## src/hdl/krtp_pkg.sv

```systemverilog
// ----------------------------------------------------------------------------
// krtp_pkg
// Shared types, character codes and the byte classifier for the keyed
// record text parser.
// ----------------------------------------------------------------------------
package krtp_pkg;

  typedef enum logic [3:0] {
    PH_START      = 4'd0,
    PH_NAME       = 4'd1,
    PH_OPEN_REC   = 4'd2,
    PH_ID_LEAD    = 4'd3,
    PH_ID         = 4'd4,
    PH_SEP        = 4'd5,
    PH_FNAME_LEAD = 4'd6,
    PH_FNAME      = 4'd7,
    PH_EQUAL      = 4'd8,
    PH_OPEN_VAL   = 4'd9,
    PH_VALUE      = 4'd10,
    PH_AFTER_VAL  = 4'd11
  } phase_t;

  typedef enum logic [3:0] {
    EV_NAME_CH  = 4'd0,
    EV_NAME_END = 4'd1,
    EV_ID_CH    = 4'd2,
    EV_ID_END   = 4'd3,
    EV_FN_CH    = 4'd4,
    EV_FN_END   = 4'd5,
    EV_VAL_CH   = 4'd6,
    EV_VAL_END  = 4'd7,
    EV_REC_END  = 4'd8,
    EV_CLEAN    = 4'd9,
    EV_SYNTAX   = 4'd10,
    EV_TRUNC    = 4'd11
  } event_t;

  localparam logic [7:0] CH_AT     = 8'h40;
  localparam logic [7:0] CH_COMMA  = 8'h2C;
  localparam logic [7:0] CH_EQ     = 8'h3D;
  localparam logic [7:0] CH_PCT    = 8'h25;
  localparam logic [7:0] CH_LBRACE = 8'h7B;
  localparam logic [7:0] CH_RBRACE = 8'h7D;
  localparam logic [7:0] CH_BSLASH = 8'h5C;
  localparam logic [7:0] CH_NL     = 8'h0A;
  localparam logic [7:0] CH_TAB    = 8'h09;
  localparam logic [7:0] CH_SPACE  = 8'h20;
  localparam logic [7:0] CH_UNDER  = 8'h5F;
  localparam logic [7:0] CH_MINUS  = 8'h2D;
  localparam logic [7:0] CH_PLUS   = 8'h2B;
  localparam logic [7:0] CH_DOT    = 8'h2E;
  localparam logic [7:0] CH_NUL    = 8'h00;

  localparam int QDEPTH = 2;
  localparam int QPTR_W = 1;
  localparam int QCNT_W = 2;

  typedef struct packed {
    logic [7:0] ch;
    logic       eos;
    logic       sp;
    logic       word;
    logic       idch;
  } tok_t;

  typedef struct packed {
    event_t     kind;
    logic [7:0] ch;
  } res_t;

  typedef struct packed {
    logic err;
    logic res_push;
  } stat_t;

  function automatic tok_t classify(input logic [7:0] c, input logic eos);
    tok_t t;
    t.ch  = c;
    t.eos = eos;
    case (c) inside
      CH_SPACE, CH_TAB, CH_NL: t.sp = 1'b1;
      default:                 t.sp = 1'b0;
    endcase
    case (c) inside
      [8'h41:8'h5A], [8'h61:8'h7A], [8'h30:8'h39], CH_UNDER: t.word = 1'b1;
      default:                                             t.word = 1'b0;
    endcase
    case (c) inside
      CH_MINUS, CH_PLUS, CH_DOT: t.idch = 1'b1;
      default:                   t.idch = t.word;
    endcase
    return t;
  endfunction

endpackage

```

## src/hdl/keyed_record_text_parser_unit.sv

```systemverilog
// A byte's token is registered in the input queue, and its event in the result queue.
// Throughput: one byte per cycle while the result queue is not full.
// Both sides hold two-entry queues; a full result queue stops the phase machine and backs up into the input queue.
// Reset: synchronous, active low; clears both queues, the phase (record start),
// the escape, comment and error flags.
// ----------------------------------------------------------------------------
// keyed_record_text_parser_unit
// Streaming parser for @name{id, fname={value}, ...} text, one byte per
// transfer, one event or none per byte.
// ----------------------------------------------------------------------------
module keyed_record_text_parser_unit (
  input  logic       clk,
  input  logic       rst_n,
  input  logic       push,
  output logic       full,
  input  logic [7:0] in_byte,
  input  logic       in_end_of_stream,
  output logic       empty,
  input  logic       pop,
  output logic [3:0] out_event_kind,
  output logic [7:0] out_char_value
);
  import krtp_pkg::*;

  logic  tok_valid;
  tok_t  tok;
  logic  tok_pop;
  stat_t stat;

  krtp_front u_front (
    .clk              (clk),
    .rst_n            (rst_n),
    .push             (push),
    .full             (full),
    .in_byte          (in_byte),
    .in_end_of_stream (in_end_of_stream),
    .tok_valid        (tok_valid),
    .tok              (tok),
    .tok_pop          (tok_pop)
  );

  krtp_back u_back (
    .clk            (clk),
    .rst_n          (rst_n),
    .tok_valid      (tok_valid),
    .tok            (tok),
    .tok_pop        (tok_pop),
    .empty          (empty),
    .pop            (pop),
    .out_event_kind (out_event_kind),
    .out_char_value (out_char_value),
    .stat           (stat)
  );

  a_err_sticky: assert property (@(posedge clk) disable iff (!rst_n)
    stat.err |=> stat.err)
    else $error("error flag cleared without reset");

  a_err_silent: assert property (@(posedge clk) disable iff (!rst_n)
    stat.err |-> !stat.res_push)
    else $error("event queued after error");

  a_reset_empty: assert property (@(posedge clk)
    $past(!rst_n) |-> (empty && !full))
    else $error("queues not empty after reset");

  a_char_zero: assert property (@(posedge clk) disable iff (!rst_n)
    (!empty && out_event_kind != EV_NAME_CH && out_event_kind != EV_ID_CH &&
     out_event_kind != EV_FN_CH && out_event_kind != EV_VAL_CH)
    |-> (out_char_value == CH_NUL))
    else $error("non-character event carries a character");

endmodule

```

## src/hdl/krtp_front.sv

```systemverilog
// ----------------------------------------------------------------------------
// krtp_front
// Input side: classifies each byte and holds the tokens in a two-entry
// queue toward the phase machine.
// ----------------------------------------------------------------------------
module krtp_front (
  input  logic           clk,
  input  logic           rst_n,
  input  logic           push,
  output logic           full,
  input  logic [7:0]     in_byte,
  input  logic           in_end_of_stream,
  output logic           tok_valid,
  output krtp_pkg::tok_t tok,
  input  logic           tok_pop
);
  import krtp_pkg::*;

  tok_t              mem_r [QDEPTH];
  logic [QPTR_W-1:0] wr_ptr_r, wr_ptr_nxt;
  logic [QPTR_W-1:0] rd_ptr_r, rd_ptr_nxt;
  logic [QCNT_W-1:0] cnt_r, cnt_nxt;
  logic              do_push;
  logic              do_pop;

  assign full      = (cnt_r == QCNT_W'(QDEPTH));
  assign tok_valid = (cnt_r != '0);
  assign tok       = mem_r[rd_ptr_r];
  assign do_push   = push && !full;
  assign do_pop    = tok_pop && tok_valid;

  always_comb begin
    wr_ptr_nxt = do_push ? wr_ptr_r + 1'b1 : wr_ptr_r;
    rd_ptr_nxt = do_pop  ? rd_ptr_r + 1'b1 : rd_ptr_r;
    cnt_nxt    = cnt_r + QCNT_W'(do_push) - QCNT_W'(do_pop);
  end

  always_ff @(posedge clk) begin
    if (!rst_n) begin
      wr_ptr_r <= '0;
      rd_ptr_r <= '0;
      cnt_r    <= '0;
    end else begin
      wr_ptr_r <= wr_ptr_nxt;
      rd_ptr_r <= rd_ptr_nxt;
      cnt_r    <= cnt_nxt;
    end
  end

  always_ff @(posedge clk) begin
    if (do_push) begin
      mem_r[wr_ptr_r] <= classify(in_byte, in_end_of_stream);
    end
  end

endmodule

```

## src/hdl/krtp_back.sv

```systemverilog
// ----------------------------------------------------------------------------
// krtp_back
// Phase machine: consumes classified tokens, tracks escape, comment and
// error state, and queues the events in a two-entry result queue.
// ----------------------------------------------------------------------------
module krtp_back (
  input  logic            clk,
  input  logic            rst_n,
  input  logic            tok_valid,
  input  krtp_pkg::tok_t  tok,
  output logic            tok_pop,
  output logic            empty,
  input  logic            pop,
  output logic [3:0]      out_event_kind,
  output logic [7:0]      out_char_value,
  output krtp_pkg::stat_t stat
);
  import krtp_pkg::*;

  phase_t            phase_r, phase_nxt;
  logic              esc_r, esc_nxt;
  logic              com_r, com_nxt;
  logic              err_r, err_nxt;
  logic              ev_vld;
  event_t            ev_kind;
  logic              ev_chr;
  logic              step;

  res_t              mem_r [QDEPTH];
  logic [QPTR_W-1:0] wr_ptr_r, wr_ptr_nxt;
  logic [QPTR_W-1:0] rd_ptr_r, rd_ptr_nxt;
  logic [QCNT_W-1:0] cnt_r, cnt_nxt;
  logic              res_push;
  logic              res_pop;
  res_t              res_head;

  assign step    = tok_valid && (cnt_r != QCNT_W'(QDEPTH));
  assign tok_pop = step;

  // next state
  always_comb begin
    phase_nxt = phase_r;
    esc_nxt   = esc_r;
    com_nxt   = com_r;
    err_nxt   = err_r;
    if (err_r) begin
      phase_nxt = phase_r;
    end else if (tok.eos) begin
      com_nxt = 1'b0;
      if (!(phase_r == PH_START && !esc_r)) begin
        esc_nxt = 1'b0;
        err_nxt = 1'b1;
      end
    end else if (com_r) begin
      if (tok.ch == CH_NL) begin
        com_nxt = 1'b0;
      end
    end else if (phase_r == PH_VALUE && esc_r) begin
      esc_nxt = 1'b0;
    end else if (tok.ch == CH_PCT) begin
      com_nxt = 1'b1;
    end else begin
      case (phase_r)
        PH_NAME: begin
          if (tok.ch == CH_LBRACE) phase_nxt = PH_ID_LEAD;
          else if (tok.sp) phase_nxt = PH_OPEN_REC;
          else if (!tok.word) err_nxt = 1'b1;
        end
        PH_OPEN_REC: begin
          if (tok.ch == CH_LBRACE) phase_nxt = PH_ID_LEAD;
          else if (!tok.sp) err_nxt = 1'b1;
        end
        PH_ID_LEAD, PH_ID: begin
          if (tok.idch) phase_nxt = PH_ID;
          else if (tok.sp) begin
            if (phase_r == PH_ID) phase_nxt = PH_SEP;
          end else if (tok.ch == CH_COMMA) phase_nxt = PH_FNAME_LEAD;
          else err_nxt = 1'b1;
        end
        PH_SEP: begin
          if (tok.ch == CH_COMMA) phase_nxt = PH_FNAME_LEAD;
          else if (!tok.sp) err_nxt = 1'b1;
        end
        PH_FNAME_LEAD, PH_FNAME: begin
          if (tok.word) phase_nxt = PH_FNAME;
          else if (tok.sp) begin
            if (phase_r == PH_FNAME) phase_nxt = PH_EQUAL;
          end else if (tok.ch == CH_EQ) phase_nxt = PH_OPEN_VAL;
          else err_nxt = 1'b1;
        end
        PH_EQUAL: begin
          if (tok.ch == CH_EQ) phase_nxt = PH_OPEN_VAL;
          else if (!tok.sp) err_nxt = 1'b1;
        end
        PH_OPEN_VAL: begin
          if (tok.ch == CH_LBRACE) phase_nxt = PH_VALUE;
          else if (!tok.sp) err_nxt = 1'b1;
        end
        PH_VALUE: begin
          if (tok.ch == CH_BSLASH) esc_nxt = 1'b1;
          else if (tok.ch == CH_RBRACE) phase_nxt = PH_AFTER_VAL;
          else if (tok.ch == CH_LBRACE || tok.ch == CH_NUL) err_nxt = 1'b1;
        end
        PH_AFTER_VAL: begin
          if (tok.ch == CH_COMMA) phase_nxt = PH_FNAME_LEAD;
          else if (tok.ch == CH_RBRACE) phase_nxt = PH_START;
          else if (!tok.sp) err_nxt = 1'b1;
        end
        default: begin
          if (tok.ch == CH_AT) phase_nxt = PH_NAME;
          else if (!tok.sp) err_nxt = 1'b1;
        end
      endcase
    end
  end

  // outputs
  always_comb begin
    ev_vld  = 1'b0;
    ev_kind = EV_SYNTAX;
    ev_chr  = 1'b0;
    if (err_r) begin
      ev_vld = 1'b0;
    end else if (tok.eos) begin
      ev_vld  = 1'b1;
      ev_kind = (phase_r == PH_START && !esc_r) ? EV_CLEAN : EV_TRUNC;
    end else if (com_r) begin
      ev_vld = 1'b0;
    end else if (phase_r == PH_VALUE && esc_r) begin
      ev_vld  = (tok.ch != CH_NL);
      ev_kind = EV_VAL_CH;
      ev_chr  = 1'b1;
    end else if (tok.ch == CH_PCT) begin
      ev_vld = 1'b0;
    end else begin
      case (phase_r)
        PH_NAME: begin
          if (tok.word) begin
            ev_vld = 1'b1; ev_kind = EV_NAME_CH; ev_chr = 1'b1;
          end else if (tok.ch == CH_LBRACE || tok.sp) begin
            ev_vld = 1'b1; ev_kind = EV_NAME_END;
          end else begin
            ev_vld = 1'b1;
          end
        end
        PH_ID_LEAD, PH_ID: begin
          if (tok.idch) begin
            ev_vld = 1'b1; ev_kind = EV_ID_CH; ev_chr = 1'b1;
          end else if (tok.sp) begin
            ev_vld = (phase_r == PH_ID); ev_kind = EV_ID_END;
          end else if (tok.ch == CH_COMMA) begin
            ev_vld = 1'b1; ev_kind = EV_ID_END;
          end else begin
            ev_vld = 1'b1;
          end
        end
        PH_FNAME_LEAD, PH_FNAME: begin
          if (tok.word) begin
            ev_vld = 1'b1; ev_kind = EV_FN_CH; ev_chr = 1'b1;
          end else if (tok.sp) begin
            ev_vld = (phase_r == PH_FNAME); ev_kind = EV_FN_END;
          end else if (tok.ch == CH_EQ) begin
            ev_vld = 1'b1; ev_kind = EV_FN_END;
          end else begin
            ev_vld = 1'b1;
          end
        end
        PH_OPEN_REC: ev_vld = !(tok.sp || tok.ch == CH_LBRACE);
        PH_SEP:      ev_vld = !(tok.sp || tok.ch == CH_COMMA);
        PH_EQUAL:    ev_vld = !(tok.sp || tok.ch == CH_EQ);
        PH_OPEN_VAL: ev_vld = !(tok.sp || tok.ch == CH_LBRACE);
        PH_VALUE: begin
          if (tok.ch == CH_BSLASH) begin
            ev_vld = 1'b0;
          end else if (tok.ch == CH_RBRACE) begin
            ev_vld = 1'b1; ev_kind = EV_VAL_END;
          end else if (tok.ch == CH_LBRACE || tok.ch == CH_NUL) begin
            ev_vld = 1'b1;
          end else begin
            ev_vld = 1'b1; ev_kind = EV_VAL_CH; ev_chr = 1'b1;
          end
        end
        PH_AFTER_VAL: begin
          if (tok.ch == CH_RBRACE) begin
            ev_vld = 1'b1; ev_kind = EV_REC_END;
          end else begin
            ev_vld = !(tok.sp || tok.ch == CH_COMMA);
          end
        end
        default: ev_vld = !(tok.sp || tok.ch == CH_AT);
      endcase
    end
  end

  always_ff @(posedge clk) begin
    if (!rst_n) begin
      phase_r <= PH_START;
      esc_r   <= 1'b0;
      com_r   <= 1'b0;
      err_r   <= 1'b0;
    end else if (step) begin
      phase_r <= phase_nxt;
      esc_r   <= esc_nxt;
      com_r   <= com_nxt;
      err_r   <= err_nxt;
    end
  end

  // result queue
  assign res_push       = step && ev_vld;
  assign res_pop        = pop && !empty;
  assign empty          = (cnt_r == '0);
  assign res_head       = mem_r[rd_ptr_r];
  assign out_event_kind = res_head.kind;
  assign out_char_value = res_head.ch;
  assign stat.err       = err_r;
  assign stat.res_push  = res_push;

  always_comb begin
    wr_ptr_nxt = res_push ? wr_ptr_r + 1'b1 : wr_ptr_r;
    rd_ptr_nxt = res_pop  ? rd_ptr_r + 1'b1 : rd_ptr_r;
    cnt_nxt    = cnt_r + QCNT_W'(res_push) - QCNT_W'(res_pop);
  end

  always_ff @(posedge clk) begin
    if (!rst_n) begin
      wr_ptr_r <= '0;
      rd_ptr_r <= '0;
      cnt_r    <= '0;
    end else begin
      wr_ptr_r <= wr_ptr_nxt;
      rd_ptr_r <= rd_ptr_nxt;
      cnt_r    <= cnt_nxt;
    end
  end

  always_ff @(posedge clk) begin
    if (res_push) begin
      mem_r[wr_ptr_r] <= '{kind: ev_kind, ch: (ev_chr ? tok.ch : CH_NUL)};
    end
  end

endmodule
```

## config.mk

```make
export PLATFORM = sky130hd
export DESIGN_NAME = keyed_record_text_parser_unit
export DESIGN_NICKNAME = d
export VERILOG_FILES = /design/src/hdl/krtp_pkg.sv /design/src/hdl/keyed_record_text_parser_unit.sv /design/src/hdl/krtp_front.sv /design/src/hdl/krtp_back.sv
export SDC_FILE = /design/constraint.sdc
export NUM_CORES = 1
export LEC_CHECK = 0
export BUFFER_PORTS_ARGS = -buffer_cell sky130_fd_sc_hd__buf_2
export CORE_ASPECT_RATIO = 1.75
export CORE_MARGIN = 3
export CORE_UTILIZATION = 46
export DETAILED_ROUTE_END_ITERATION = 12
export GPL_TIMING_DRIVEN = 0
export SETUP_SLACK_MARGIN = 0.3
export SYNTH_ARGS = -nofsm -noshare
export SYNTH_HDL_FRONTEND = slang
export SYNTH_SLANG_ARGS = --single-unit
```

## constraint.sdc

```tcl
create_clock -name clk -period 3.7 [get_ports clk]
set_input_delay 0.555 -clock clk [delete_from_list [all_inputs] [get_ports clk]]
set_output_delay 0.555 -clock clk [all_outputs]
set_load 0.02 [all_outputs]
```

# [Word-level counts from Yosys, hierarchy flattened]
# Memories as Yosys holds them, arrays and structs flattened. A register that Yosys moved wholly into a read port is not among the register bits.
# Cells that the tools add are included.
[word_totals] regBits=15 ram_bits=48 in_bits=13 out_inout_bits=14 elab_cells=223 memories=2
[op_classes] n_addsub=8 order_cmp=6 eq_ne=40 n_mux=113 n_bitwise=5 reduce_logical=39
[memory_table] memory="u_back.mem_r" depth=2 width=12 rd=1 rd_clocked_by_memory_dff=1 wr=1 line_no="krtp_back.sv:29" text="res_t mem_r [QDEPTH];"
[memory_table] memory="u_front.mem_r" depth=2 width=12 rd=1 rd_clocked_by_memory_dff=1 wr=1 line_no="krtp_front.sv:19" text="tok_t mem_r [QDEPTH];"
[ops] operator="$mux 4" count=33
[ops] operator="$mux 1" count=72
[ops] operator="$eq 8x6->1 const B" count=7
[ops] operator="$eq 8x7->1 const B" count=5
[ops] operator="$pmux 4 s9" count=1
[ops] operator="$eq 8x4->1 const B" count=3
[ops] operator="$pmux 4 s5" count=1
[ops] operator="$eq 4x3->1 const B" count=4
[ops] operator="$eq 4x4->1 const B" count=4
[ops] operator="$ge 8x7->1 const B" count=2
[ops] operator="$le 8x7->1 const B" count=2
[ops] operator="$pmux 1 s8" count=2
[ops] operator="$reduce_and 15->1" count=1
[ops] operator="$logic_and 1x1->1" count=10
[ops] operator="$ne 2x2->1 const B" count=5
[ops] operator="$reduce_bool 10->1" count=1
[ops] operator="$reduce_or 3->1" count=3
[ops] operator="$eq 4x2->1 const B" count=2
[ops] operator="$ge 8x6->1 const B" count=1
[ops] operator="$le 8x6->1 const B" count=1
[ops] operator="$logic_not 8->1" count=1
[ops] operator="$mux 8" count=1
[ops] operator="$ne 4x4->1 const B" count=2
[ops] operator="$ne 8x4->1 const B" count=1
[ops] operator="other kinds (21)" count=46

# [Depth between registers and ports, before layout]
[depth] depth_word=13 depth_mapped=12

# [Cells and area by module]
# Synthesis repeated with hierarchy kept, for this count alone.
[hier_totals] cells_unflattened=351 hier_area_um2=3699.8
[modules_own_cells] module="krtp_back" instances=1 cells_per_inst=272 area_each_um2=2481.1 seq_area_each_um2=960.9
[modules_own_cells] module="krtp_front" instances=1 cells_per_inst=79 area_each_um2=1218.7 seq_area_each_um2=820.8

# [Worst setup path before layout]
# No wires, ideal clock.
[synth_timing] kind="reg-to-reg" startpoint="mem u_front.mem_r[0][5] (netlist name)" endpoint="mem u_back.mem_r[0][0] (netlist name), enable pin" setup_ns=0.412 arrival_ns=2.977 required_ns=3.288 setup_slack_ns=0.311 stages_incl_launch_ff=7 n_path_buf=0 synth_period_minus_slack_ns=3.389 path_cell_list="edfxtp_1 > or3b_1 > a222oi_1 > nand2_1 > o21ai_0 > a211oi_2 > nor4_1"
[synth_rtl] element="from (decl)" line_no="krtp_front.sv:19"
[synth_rtl] element="to (decl)" line_no="krtp_back.sv:29"

==> summary by stage <==
GRT
Entering global routing, the biggest net connects 13 pins. The leftover overflow at the end of global routing is 0. The initial antenna violation count is 0.

The first global-routing pass estimated 14800 um of wire. The via count of the first global-routing pass is 3007. The total global routing track utilization is 0.210.

Die
For this design the top-level I/O count stands at 27. In this run the core area contains 42 standard-cell rows. The die is 73.8 um wide. The height of the die is 125 um. For this configuration, the core starts out at a cell density of 0.482. The core box area is 7670 sq um. The die area is 9200 sq um.

Synthesis
The post-synthesis cell type count is 64. Counting instances in the post-synthesis netlist gives the leading cell types as sky130_fd_sc_hd__edfxtp_1 (48), sky130_fd_sc_hd__nor2_1 (38), sky130_fd_sc_hd__nand2_1 (27), sky130_fd_sc_hd__a21oi_1 (20), sky130_fd_sc_hd__nor3_1 (19). For this run, the leading register cell type out of synthesis is sky130_fd_sc_hd__edfxtp_1. The cell type contributing the most total cell area after synthesis is sky130_fd_sc_hd__edfxtp_1. The number of instances in the synthesized netlist is 367. The mapped netlist covers 3700 sq um. The count of yosys warnings during synthesis is 0. The number of nets handed over by synthesis was 384. The proportion of synthesized chip area in sequential cells is 0.481. Of the post-synthesis cell area, the dominant cell type holds 0.389.

The average size of a mapped cell is 10.1 sq um. Yosys attributes the largest share of cell area to sky130_fd_sc_hd__edfxtp_1 (39%), sky130_fd_sc_hd__dfxtp_1 (9.2%), sky130_fd_sc_hd__mux2_2 (4.9%), sky130_fd_sc_hd__nor2_1 (3.9%), sky130_fd_sc_hd__mux2i_1 (3.2%). The number of storage elements in the synthesis netlist is 65. The library cell with the highest instance count after synthesis is sky130_fd_sc_hd__edfxtp_1. The fraction of synthesis flops using an asynchronous set or reset pin is 0.

Yosys mapped a number of flops with a built-in enable equal to 48.

Final layout
Compared with the post-synthesis result, the final layout area differs by 15.1%. The total number of nets in the final design is 423. In the final layout, the share of cells above drive strength 1 is 0.173. The diode insertion count for antenna repair is 0. The total of fill cells in the finished design is 706.

Detailed routing
The total wire length after detailed routing is 9140 um. The routed layout has 3055 vias. The total iterations of the first detailed-routing run is 5.

In this run the remaining antenna-violating nets after routing total 0. Using the TritonRoute via totals, the vias-per-cell ratio works out to 6.12. The number of DRC violations after detailed-routing iteration 0 is 208.

Dividing the detail-routed wire length by the instance count gives 18.3 um. After detailed routing, the number of remaining DRC violations is 0.

Clocking
Hold repair after CTS inserted 0 buffers. The clock passes through at most 2 buffers. Clock-pin slew was measured on the worst setup and hold paths at 0.05 ns. TritonCTS built the clock tree. Clock tree synthesis found a total of 65 sinks. The depth of the CTS H-tree is 3.

The clock latency on the worst-skew pair is 0.33 ns. TritonCTS created 9 clock buffers. Clock tree synthesis selected as its root buffer the cell sky130_fd_sc_hd__clkbuf_16.

STA
Measured against its own limit, the worst slew margin works out to 0.255. Setup repair after global routing left no endpoint under its margin. For the pin with the worst max-slew slack, the measured transition is 1.11 ns.

Setup violations remaining at the end of the flow were counted as 0. On the final layout, the worst clock skew is 0.00809 ns. The final count of hold timing violations was 0. The achievable frequency is 313 MHz. The final count of pins violating max slew is 0. The worst path setup slack after routing is 0.504 ns. For the finished layout, the period the worst path requires is 3.20 ns.

The post-route fraction of the period consumed by the critical path is 0.864.

Pwr
Overall power consumption after layout is estimated at 0.00289 W. The net switching power is 0.000995 W. The power density over the cells is 677 nW/um^2.

In this run the static leakage power is 1.49 nW. The proportion of power drawn by the clock network is 0.282. The share of total power dissipated in combinational logic is 0.353.

The sequential share of power is 0.365. Of the total power, the share spent switching nets is 0.345. The internal power component is 0.00189 W.

VDD sags by at most 452 uV.

Critical path
The endpoint required time on the critical path is 3.74 ns. The worst setup path is launched from a flop. The data arrival time of the critical path is 3.24 ns. The setup path with the least slack is of type flop to flop. STA classifies the critical path endpoint as a flop. Across all register-to-register paths, the minimum setup slack is 0.50 ns. The maximum fanout along the worst path is 10.

Placed design
The setup slack at placement is 0.241 ns. Once detailed placement completed, the half-perimeter wirelength came to 6850 um. The last weighted congestion value of the routability-driven placer is 0.957. The port buffer count is 26.

Hold path
The min-delay analysis places its worst path in the category primary input to flop.

Status
The flow ran to the end, and the final reports show no timing, DRC or antenna violations.

Run
Max-cap violations in this run came to 0.
## registers in the layout, indices dropped and copies added (netlist names), named ones only
signal,count
u_back.mem_r,24
u_back.cnt_r,2
u_front.rd_ptr_r,1
u_back.phase_r,4
u_back.err_r,1
u_front.cnt_r,2
u_back.esc_r,1
u_front.mem_r,24
u_front.wr_ptr_r,1
u_back.com_r,1
u_back.rd_ptr_r,1
u_back.wr_ptr_r,1
## final cells by class
cell class,instances,area [sq um],area share
multi-input combinational,275,1820,0.428
inverter,13,48.8,0.0115
timing repair buffer,28,145,0.0341
clock buffer,10,229,0.0537
buffer,14,63.8,0.0150
sequential,65,1780,0.418
clock inverter,6,58.8,0.0138
tap,88,110,0.0258
## power groups by stage
stage	Sequential, W	Clock, W	Combinational, W
2_1_floorplan	0.00104	0	0.000755
3_3_place_gp	0.00106	0	0.000981
3_5_place_dp	0.00107	0	0.00101
4_1_cts	0.00106	0.000827	0.00103
5_1_grt	0.00107	0.000859	0.00113
6_report	0.00105	0.000814	0.00102
## worst paths after layout
| check | startpoint | end | cells after the start |
|---|---|---|---|
| worst min-delay path | in_end_of_stream | u_front.mem_r[0][3] | 1 |
| worst min register to register | u_back.rd_ptr_r | flop | 2 |
| worst max-delay path | flop | u_back.mem_r[0][6] | 9 |
| worst max register to register | flop | u_back.mem_r[0][6] | 9 |
## worst max-delay path, cell delays in order (launching register included)
cell	delay [ns]
sky130_fd_sc_hd__dfxtp_1	0.35
sky130_fd_sc_hd__buf_6	0.14
sky130_fd_sc_hd__buf_2	0.23
sky130_fd_sc_hd__mux2_2	0.38
sky130_fd_sc_hd__clkbuf_1	0.23
sky130_fd_sc_hd__a21o_1	0.25
sky130_fd_sc_hd__o2111ai_1	0.34
sky130_fd_sc_hd__a211oi_2	0.13
sky130_fd_sc_hd__nor4_4	0.60
sky130_fd_sc_hd__buf_4	0.26
## placed cells by master (no fill, tap or decap), types with 8 or more instances in the layout
master                      Yosys  layout
sky130_fd_sc_hd__nand2_1       27      27
sky130_fd_sc_hd__mux2_2        16      16
sky130_fd_sc_hd__nand3_1        8       8
sky130_fd_sc_hd__mux2i_1       12      12
sky130_fd_sc_hd__nor2_1        38      38
sky130_fd_sc_hd__nor3_1        19      19
sky130_fd_sc_hd__nand2b_1       9       9
sky130_fd_sc_hd__edfxtp_1      48      48
sky130_fd_sc_hd__o21ai_0       18      18
sky130_fd_sc_hd__dfxtp_1       17      17
sky130_fd_sc_hd__a21oi_1       20      20
sky130_fd_sc_hd__buf_2          3      29
sky130_fd_sc_hd__clkbuf_16      0       9
sky130_fd_sc_hd__inv_1         12      12
sky130_fd_sc_hd__clkbuf_1       9      10
## cell families (layout without fill, tap and decap cells)
logic type / count (synthesis) / in the layout / share of synthesized area
buf+inv: 27 / 71 / 0.0304
xor+xnor: 8 / 8 / 0.0189
mux: 28 / 28 / 0.0811
simple gates: 142 / 142 / 0.197
flops: 65 / 65 / 0.481
fa+ha+maj: 4 / 4 / 0.0135
compound gates: 93 / 93 / 0.178
## stage by stage
| step | utilization | hold slack (ns) | area, sq um | cells | TNS (ns) |
|---|---|---|---|---|---|
| detailed placement | 0.515 | 0.503 | 3960 | 482 | 0 |
| finish | 0.555 | 0.409 | 4260 | 499 | 0 |
| floorplan | - | 0.451 | 3700 | 367 | 0 |
| CTS | 0.554 | 0.400 | 4250 | 498 | 0 |
| global placement | 0.514 | 0.467 | 3940 | 481 | -9.14 |
| global route | 0.555 | 0.405 | 4260 | 499 | 0 |
## layer usage
layer  vias up  wire length [um]  track usage
li1       1482                 -            -
met1      1411              3480        0.241
met2       133              4740        0.342
met3        29               474       0.0460
met4         0               445        0.132
met5         -                 0            0
## repair_timing
| action | CTS | global route |
|---|---|---|
| pin swaps | 0 | 1 |
| setup endpoints to repair | 5 | 13 |
| gates resized for setup | 1 | 1 |
| gates cloned | 0 | 0 |
| setup buffers | 0 | 1 |
Note: power is estimated with default switching activity, not from simulation.
